<file path="config.mk">
export PLATFORM = sky130hd
export DESIGN_NAME = utf8_run_replace_filter
export DESIGN_NICKNAME = d
export VERILOG_FILES = /design/src/rtl/utf8rr_pkg.sv /design/src/rtl/utf8rr_cfg_regs.sv /design/src/rtl/utf8rr_decoder.sv /design/src/rtl/utf8rr_emitter.sv /design/src/rtl/utf8_run_replace_filter.sv
export VERILOG_INCLUDE_DIRS = /design/src /design/src/rtl
export SDC_FILE = /design/constraint.sdc
export NUM_CORES = 1
export LEC_CHECK = 0
export ABC_AREA = 1
export BUFFER_PORTS_ARGS = -buffer_cell sky130_fd_sc_hd__buf_2
export CORE_MARGIN = 10
export CORE_UTILIZATION = 24
export CTS_CLUSTER_DIAMETER = 100
export DETAILED_ROUTE_END_ITERATION = 12
export PLACE_DENSITY = 0.4
export REMOVE_ABC_BUFFERS = 1
export SETUP_SLACK_MARGIN = 0.5
export SLEW_MARGIN = 20
export SYNTH_ARGS = -nofsm -noshare
export SYNTH_HDL_FRONTEND = slang
export SYNTH_HIERARCHICAL = 1
export SYNTH_SLANG_ARGS = --single-unit
</file>
<file path="constraint.sdc">
create_clock -name clk_i -period 12.95 [get_ports clk_i]
set_input_delay 3.2375 -clock clk_i [delete_from_list [all_inputs] [get_ports clk_i]]
set_output_delay 3.2375 -clock clk_i [all_outputs]
set_load 0.02 [all_outputs]
</file>
<file path="src/rtl/utf8_run_replace_filter_macros.svh">
// Assertion macros shared by the filter's modules.
`ifndef UTF8_RUN_REPLACE_FILTER_MACROS_SVH
`define UTF8_RUN_REPLACE_FILTER_MACROS_SVH

// Implication checked on every clock, masked while reset is held.
`define UTF8RR_ASSERT(lbl, prop, msg) \
  lbl: assert property (@(posedge clk_i) disable iff (!rst_ni) prop) else $error(msg);

// Plain condition that holds on every clock outside reset.
`define UTF8RR_ASSERT_ALWAYS(lbl, cond, msg) \
  `UTF8RR_ASSERT(lbl, (1'b1 |-> (cond)), msg)

`endif

</file>
<file path="src/rtl/utf8rr_pkg.sv">
// Types and constants shared by the UTF-8 run replacement filter.
package utf8rr_pkg;

  localparam int CP_W              = 21;
  localparam int CNT_W             = 24;
  localparam int RUNS_W            = 16;
  localparam int RLEN_W            = 4;
  localparam int TEXT_W            = 64;
  localparam int REPLACE_MAX_BYTES = 8;
  localparam int CFG_ADDR_W        = 3;
  localparam int CFG_DATA_W        = 64;
  localparam int IN_TDATA_W        = 8;
  localparam int OUT_TDATA_W       = 48;

  localparam logic [CNT_W-1:0]  COUNT_MAX = {CNT_W{1'b1}};
  localparam logic [RLEN_W-1:0] REP_MAX   = RLEN_W'(REPLACE_MAX_BYTES);

  // Register indexes on the config port
  localparam logic [CFG_ADDR_W-1:0] CFG_MATCH_FIRST = 3'd0;
  localparam logic [CFG_ADDR_W-1:0] CFG_MATCH_LAST  = 3'd1;
  localparam logic [CFG_ADDR_W-1:0] CFG_REP_TEXT    = 3'd2;
  localparam logic [CFG_ADDR_W-1:0] CFG_REP_LEN     = 3'd3;
  localparam logic [CFG_ADDR_W-1:0] CFG_MAX_REPS    = 3'd4;

  typedef struct packed {
    logic [CP_W-1:0]   match_first;
    logic [CP_W-1:0]   match_last;
    logic [TEXT_W-1:0] rep_text;
    logic [RLEN_W-1:0] rep_len;
    logic [RUNS_W-1:0] max_reps;
  } cfg_t;

  // Everything one input word leaves for the output side
  typedef struct packed {
    logic              pass;    // value holds a passed code point
    logic [CP_W-1:0]   value;
    logic [RLEN_W-1:0] n_val;   // code point or replacement bytes, 0..8
    logic              eot;     // end marker follows
    logic [CNT_W-1:0]  total;
  } job_t;

endpackage

</file>
<file path="src/rtl/utf8rr_cfg_regs.sv">
// Configuration register file for the filter.
module utf8rr_cfg_regs
  import utf8rr_pkg::*;
(
  input  logic                  clk_i,
  input  logic                  rst_ni,
  input  logic                  cfg_we_i,
  input  logic [CFG_ADDR_W-1:0] cfg_addr_i,
  input  logic [CFG_DATA_W-1:0] cfg_wdata_i,
  output cfg_t                  cfg_o
);

  cfg_t cfg_q, cfg_d;

  always_comb begin
    cfg_d = cfg_q;
    if (cfg_we_i) begin
      unique case (cfg_addr_i)
        CFG_MATCH_FIRST: cfg_d.match_first = cfg_wdata_i[CP_W-1:0];
        CFG_MATCH_LAST:  cfg_d.match_last  = cfg_wdata_i[CP_W-1:0];
        CFG_REP_TEXT:    cfg_d.rep_text    = cfg_wdata_i[TEXT_W-1:0];
        CFG_REP_LEN:     cfg_d.rep_len     = cfg_wdata_i[RLEN_W-1:0];
        CFG_MAX_REPS:    cfg_d.max_reps    = cfg_wdata_i[RUNS_W-1:0];
        default:         cfg_d = cfg_q;
      endcase
    end
  end

  always_ff @(posedge clk_i or negedge rst_ni) begin
    if (!rst_ni) begin
      cfg_q.match_first <= CP_W'(97);
      cfg_q.match_last  <= CP_W'(97);
      cfg_q.rep_text    <= TEXT_W'(64'h775A68);
      cfg_q.rep_len     <= RLEN_W'(3);
      cfg_q.max_reps    <= RUNS_W'(3);
    end else begin
      cfg_q <= cfg_d;
    end
  end

  assign cfg_o = cfg_q;

endmodule

</file>
<file path="src/rtl/utf8rr_decoder.sv">
// UTF-8 decode, match run tracking and emitted count per input word.
module utf8rr_decoder
  import utf8rr_pkg::*;
(
  input  logic                  clk_i,
  input  logic                  rst_ni,
  input  cfg_t                  cfg_i,
  input  logic                  accept_i,
  input  logic [IN_TDATA_W-1:0] byte_i,
  input  logic                  eot_i,
  output logic                  job_valid_o,
  output job_t                  job_o
);

  `include "utf8_run_replace_filter_macros.svh"

  logic [CP_W-1:0]   acc_q, acc_d;
  logic [1:0]        rem_q, rem_d;
  logic              run_q, run_d;
  logic [RUNS_W-1:0] runs_q, runs_d;
  logic              halt_q, halt_d;
  logic [CNT_W-1:0]  cnt_q, cnt_d;

  logic              have_cp;
  logic [CP_W-1:0]   cp;
  logic              match;
  logic              pass;
  logic [RLEN_W-1:0] n_rep;
  logic [RLEN_W-1:0] n_val;
  logic [CNT_W:0]    cnt_sum;

  always_comb begin
    acc_d   = acc_q;
    rem_d   = rem_q;
    halt_d  = halt_q;
    have_cp = 1'b0;
    cp      = '0;
    if (!halt_q) begin
      if (rem_q != 2'd0) begin
        // continuation: top bits not checked
        acc_d = {acc_q[CP_W-7:0], byte_i[5:0]};
        rem_d = rem_q - 2'd1;
        if (rem_q == 2'd1) begin
          have_cp = 1'b1;
          cp      = acc_d;
        end
      end else if (!byte_i[7]) begin
        have_cp = 1'b1;
        cp      = {{(CP_W-8){1'b0}}, byte_i};
      end else if (byte_i[7:5] == 3'b110) begin
        acc_d = {{(CP_W-5){1'b0}}, byte_i[4:0]};
        rem_d = 2'd1;
      end else if (byte_i[7:4] == 4'b1110) begin
        acc_d = {{(CP_W-4){1'b0}}, byte_i[3:0]};
        rem_d = 2'd2;
      end else if (byte_i[7:3] == 5'b11110) begin
        acc_d = {{(CP_W-3){1'b0}}, byte_i[2:0]};
        rem_d = 2'd3;
      end else begin
        halt_d = 1'b1;
      end
    end
  end

  assign match = (cp >= cfg_i.match_first) && (cp <= cfg_i.match_last);

  always_comb begin
    run_d  = run_q;
    runs_d = runs_q;
    pass   = 1'b0;
    n_rep  = '0;
    if (have_cp) begin
      if (match) begin
        if (!run_q && (runs_q < cfg_i.max_reps)) begin
          run_d  = 1'b1;
          runs_d = runs_q + RUNS_W'(1);
          n_rep  = (cfg_i.rep_len > REP_MAX) ? REP_MAX : cfg_i.rep_len;
        end
      end else begin
        run_d = 1'b0;
        pass  = 1'b1;
      end
    end
  end

  assign n_val   = n_rep + {{(RLEN_W-1){1'b0}}, pass};
  assign cnt_sum = {1'b0, cnt_q} + (CNT_W+1)'(n_val);
  assign cnt_d   = cnt_sum[CNT_W] ? COUNT_MAX : cnt_sum[CNT_W-1:0];

  always_comb begin
    job_o.pass  = pass;
    job_o.value = cp;
    job_o.n_val = n_val;
    job_o.eot   = eot_i;
    job_o.total = cnt_d;
  end

  assign job_valid_o = accept_i && ((n_val != '0) || eot_i);

  always_ff @(posedge clk_i or negedge rst_ni) begin
    if (!rst_ni) begin
      acc_q  <= '0;
      rem_q  <= '0;
      run_q  <= 1'b0;
      runs_q <= '0;
      halt_q <= 1'b0;
      cnt_q  <= '0;
    end else if (accept_i) begin
      if (eot_i) begin
        acc_q  <= '0;
        rem_q  <= '0;
        run_q  <= 1'b0;
        runs_q <= '0;
        halt_q <= 1'b0;
        cnt_q  <= '0;
      end else begin
        acc_q  <= acc_d;
        rem_q  <= rem_d;
        run_q  <= run_d;
        runs_q <= runs_d;
        halt_q <= halt_d;
        cnt_q  <= cnt_d;
      end
    end
  end

  `UTF8RR_ASSERT(a_eot_clears, (accept_i && eot_i) |=> (!halt_q && rem_q == 2'd0 && cnt_q == '0), "state not cleared at end of text")
  `UTF8RR_ASSERT(a_halt_no_job, (halt_q && accept_i && !eot_i) |-> !job_valid_o, "output while halted")
  `UTF8RR_ASSERT_ALWAYS(a_halt_idle, !(halt_q && rem_q != 2'd0), "halted inside a sequence")

endmodule

</file>
<file path="src/rtl/utf8rr_emitter.sv">
// Holds one decoded job and plays out its result words in order.
module utf8rr_emitter
  import utf8rr_pkg::*;
(
  input  logic                   clk_i,
  input  logic                   rst_ni,
  input  logic [TEXT_W-1:0]      rep_text_i,
  input  logic                   job_valid_i,
  input  job_t                   job_i,
  output logic                   free_o,
  output logic                   m_axis_tvalid,
  input  logic                   m_axis_tready,
  output logic [OUT_TDATA_W-1:0] m_axis_tdata,
  output logic                   m_axis_tuser,
  output logic                   m_axis_tlast
);

  `include "utf8_run_replace_filter_macros.svh"

  job_t              job_q;
  logic              valid_q;
  logic [RLEN_W-1:0] idx_q;
  logic [RLEN_W-1:0] n_res;
  logic              is_val;
  logic              last;
  logic              take;
  logic [CP_W-1:0]   value;
  logic [7:0]        rep_byte;

  assign n_res    = job_q.n_val + {{(RLEN_W-1){1'b0}}, job_q.eot};
  assign is_val   = idx_q < job_q.n_val;
  assign last     = idx_q == (n_res - RLEN_W'(1));
  assign rep_byte = rep_text_i[idx_q[2:0]*8 +: 8];
  assign value    = job_q.pass ? job_q.value : {{(CP_W-8){1'b0}}, rep_byte};
  assign take     = valid_q && m_axis_tready;
  assign free_o   = !valid_q || (take && last);

  // tdata: out_value [20:0], total_length [44:21], zero pad
  always_comb begin
    m_axis_tdata = '0;
    if (is_val) begin
      m_axis_tdata[CP_W-1:0] = value;
    end else begin
      m_axis_tdata[CP_W+CNT_W-1:CP_W] = job_q.total;
    end
  end

  assign m_axis_tvalid = valid_q;
  assign m_axis_tuser  = !is_val;
  assign m_axis_tlast  = last;

  always_ff @(posedge clk_i or negedge rst_ni) begin
    if (!rst_ni) begin
      valid_q <= 1'b0;
      idx_q   <= '0;
    end else if (free_o) begin
      valid_q <= job_valid_i;
      idx_q   <= '0;
    end else if (take) begin
      idx_q <= idx_q + RLEN_W'(1);
    end
  end

  always_ff @(posedge clk_i) begin
    if (free_o && job_valid_i) begin
      job_q <= job_i;
    end
  end

  `UTF8RR_ASSERT(a_idx_range, valid_q |-> (idx_q < n_res), "word index past end of job")
  `UTF8RR_ASSERT(a_step, (take && !last) |=> (valid_q && idx_q == $past(idx_q) + RLEN_W'(1)), "job word skipped")
  `UTF8RR_ASSERT(a_marker_last, (valid_q && m_axis_tuser) |-> m_axis_tlast, "end marker not final word")

endmodule

</file>
<file path="src/rtl/utf8_run_replace_filter.sv">
// UTF-8 decoder that replaces match runs and closes each text with a length marker.
// A word is accepted into the decoder and its first result shows in the cycle after.
// Throughput: one input word per cycle while each word yields at most one result and the
// output is ready; a word with more (up to 9) stalls the input behind the single job register.
// Reset: rst_ni is asynchronous, active low; registers return to defaults, state to zero.
module utf8_run_replace_filter
  import utf8rr_pkg::*;
(
  input  logic                   clk_i,
  input  logic                   rst_ni,
  input  logic                   cfg_we_i,
  input  logic [CFG_ADDR_W-1:0]  cfg_addr_i,
  input  logic [CFG_DATA_W-1:0]  cfg_wdata_i,
  input  logic                   s_axis_tvalid,
  output logic                   s_axis_tready,
  input  logic [IN_TDATA_W-1:0]  s_axis_tdata,  // text_byte [7:0]
  input  logic                   s_axis_tlast,  // end_of_text
  output logic                   m_axis_tvalid,
  input  logic                   m_axis_tready,
  output logic [OUT_TDATA_W-1:0] m_axis_tdata,  // out_value [20:0], total_length [44:21]
  output logic                   m_axis_tuser,  // is_end_marker
  output logic                   m_axis_tlast   // last_of_run
);

  cfg_t cfg;
  job_t job;
  logic job_valid;
  logic free;
  logic accept;

  assign s_axis_tready = free;
  assign accept        = s_axis_tvalid && free;

  utf8rr_cfg_regs u_cfg (
    .clk_i       (clk_i),
    .rst_ni      (rst_ni),
    .cfg_we_i    (cfg_we_i),
    .cfg_addr_i  (cfg_addr_i),
    .cfg_wdata_i (cfg_wdata_i),
    .cfg_o       (cfg)
  );

  utf8rr_decoder u_dec (
    .clk_i       (clk_i),
    .rst_ni      (rst_ni),
    .cfg_i       (cfg),
    .accept_i    (accept),
    .byte_i      (s_axis_tdata),
    .eot_i       (s_axis_tlast),
    .job_valid_o (job_valid),
    .job_o       (job)
  );

  utf8rr_emitter u_emit (
    .clk_i         (clk_i),
    .rst_ni        (rst_ni),
    .rep_text_i    (cfg.rep_text),
    .job_valid_i   (job_valid),
    .job_i         (job),
    .free_o        (free),
    .m_axis_tvalid (m_axis_tvalid),
    .m_axis_tready (m_axis_tready),
    .m_axis_tdata  (m_axis_tdata),
    .m_axis_tuser  (m_axis_tuser),
    .m_axis_tlast  (m_axis_tlast)
  );

endmodule
</file>
==> results.ini <==
[yosys]
seq_area_frac_synth_pct = 46.36
synth_fa_ha_area_share_pct = 6.669
synth_top_family_by_area = simple AND/OR/NAND/NOR gates
synth-xor-area-share_pct = 0.7716
synth_edf_count = 51
synth_area_leader_cell = dfrtp_1
yosysWarningCount = 6
ys_types = 52
synth_top_area_share_pct = 30.68
syn-cell-area_mm2 = 0.01362
synthMostInstantiatedCell = nand2_1
yosys.area_share.simple_pct = 32.22
synthTopCellsByArea = dfrtp_1 31%, nand2_1 16%, edfxtp_1 11%, nand3_1 8.5%, ha_1 6.5%
syn_avg_cell_area_um2 = 7.841
yosys_register_bits = 241
synthCells = 1737
synth-async-reset-ratio_pct = 78.84
synth_commonest_cells = 571 x nand2_1, 231 x nand3_1, 213 x inv_1
synth_compound_area_share_pct = 4.538
synthMuxAreaShare_pct = 0
synth_ff_type = dfrtp_1

[hold_path]
hold_class = flip-flop to flip-flop

[power_and_ir_drop]
p_leak_nw = 8.029
power_density_mw_per_mm2 = 174.1
vdd_drop_max_uv = 96.36

[place]
gp_congestion = 0.8426
port_buffers = 129
dp_hpwl_um = 31740

[worst_setup_path]
cp.required_ns = 13.42
cp_common_cell = nand2_1
startpoint_type = primary input
worstPathMaxFanout = 21
crit_slowest_cell = nand3_1
cp-end-kind = flip-flop
critPathBufInv = 5
crit_type = primary input to flip-flop
cp_top_family = simple AND/OR/NAND/NOR gates
max_stage_delay_ns = 0.75
worstPathArrival_ns = 8.36

[clock_tree]
cts_resized = 0
cts_hold_buf = 0
clock_latency_ns = 0.57
clock-sinks = 241
cts_setup_buffers = 0
htree_levels = 1
numCtsBuffers = 30
clock_tree.root_cell = clkbuf_16
clk_path_buf_depth = 3
tritoncts = built
cts.clk_slew.worst_paths_ns = 0.06

[grt]
grt_pass1_wl_um = 69630
gr-total-overflow = 0
grt_usage_pct = 13.03
grt_pass1_vias = 11628
grt_max_degree = 84
antenna_found_initial = 0

[routing]
postRouteWirelength_um = 43710
viasPerCell = 4.360
wl_per_cell_um = 16.66
drc = 0
vias = 11441
ant_nets = 0
drt-initial-drc-count = 661
drt_pass1_iterations = 5

[timing]
holdWs_ns = 0.4602
tightest_slew_ns = 1.008
period_share_pct = 60.87
layout_min_cycle_time_ns = 7.882
relSlewSlack_pct = 32.58
fin_setup_tns_ns = 0
skew_ns = 0.01537
fmax_ghz = 0.1269
setup_violations = 0
hold_viol = 0
rsz0062_at_grt = no
maxSlewViolCount = 0

[floorplanning]
ios = 133
fp.dieW_um = 258.2
initial_core_util_pct = 24.20
core_area_mm2 = 0.05628
fp-row-count = 87
die-area_mm2 = 0.06668
die_h_um = 258.2

[job]
cap_violations = 0

[finish]
synthToLayoutAreaGrowth_pct = 17.51
layout-drive-gt1-share_pct = 14.72
antenna_cells = 0
nets = 1997

[status]
outcome = complete, no violations

[power breakdown]
| part | switching [mW] | total (mW) | internal, mW |
|---|---|---|---|
| clock | 0.340 | 0.904 | 0.564 |
| combinational | 0.578 | 0.838 | 0.260 |
| sequential | 0.102 | 1.04 | 0.941 |
| total | 1.02 | 2.79 | 1.77 |
[state kept, by name (all words and copies together) (netlist names)]
signal and cells:
u_dec/rem_q 2, u_dec/acc_q 15, u_cfg/cfg_o 126, u_dec/runs_q 16, u_dec/halt_q 1, u_dec/cnt_q 24, u_emit/job_q 51, u_emit/m_axis_tvalid 1
u_emit/idx_q 4, u_dec/run_q 1
[final timing paths]
check                      cells after the start               to       startpoint  slack [ns]
max                                           26  u_dec/cnt_q[16]  s_axis_tdata[7]        5.07
min                                            2  u_cfg/cfg_o[17]  u_cfg/cfg_o[17]        0.46
max reg2reg                                   26  u_dec/cnt_q[16]   u_dec/rem_q[1]        6.87
min reg2reg                                    2  u_cfg/cfg_o[17]  u_cfg/cfg_o[17]        0.46
max in group asynchronous                      3   u_dec/cnt_q[6]           rst_ni        8.24
min in group asynchronous                      1  u_cfg/cfg_o[61]           rst_ni        2.68
[cells by family after synthesis]
family,Yosys count
and+or+nand+nor,1012
buffers and inverters,295
DFF,241
AOI/OAI and AO/OA,104
adders and majority gates,72
xor gates and xnor gates,12
other,1
[layout make-up]
type,instances,area (µm²)
Clock buffer,52,1008
Clock inverter,4,73.82
Fill cell,6220,40270
Inverter,225,847.1
Multi-Input combinational cell,1203,6056
Sequential cell,241,6315
Tap cell,756,945.9
Timing Repair Buffer,143,759.5
[cells in the final DEF (no fill, tap or decap), drive strengths merged, types with 27 or more instances in the layout]
cell	n
buf	142
o21ai	51
clkbuf	53
nor2	148
inv	222
dfrtp	167
a21oi	27
edfxtp	51
nand2	579
nand3	232
ha	71
[per-stage QoR]
| stage | worst slack (ns) | utilization (%) | cell area [µm²] | total power [mW] | instances |
|---|---|---|---|---|---|
| 4_1_cts | 5.049 | 28.44 | 16010 | 2.836 | 2624 |
| 2_1_floorplan | 4.383 | - | 13190 | 1.594 | 1669 |
| 6_report | 5.068 | 28.44 | 16010 | 2.786 | 2624 |
| 3_3_place_gp | 4.588 | 26.52 | 14920 | 1.902 | 2568 |
| 3_5_place_dp | 4.465 | 26.52 | 14920 | 1.909 | 2568 |
| 5_1_grt | 4.416 | 28.44 | 16010 | 2.998 | 2624 |
[routing by layer]
layer	routed length, µm	track usage (%)
met1	21270	18.29
met2	19940	20.99
met3	1805	1.778
met4	693	2.794
met5	0	0
[worst reg2reg max path, delay by kind of cell (launching register included)]
family                   cells  cell delay (ns)
flip-flops                   1             0.42
AND/OR/NAND/NOR             16             3.75
AO/OA/AOI/OAI                3             0.31
buffers and inverters        3             0.29
adder cells (fa/ha/maj)      4             1.21
(Power assumes the default switching activity.)
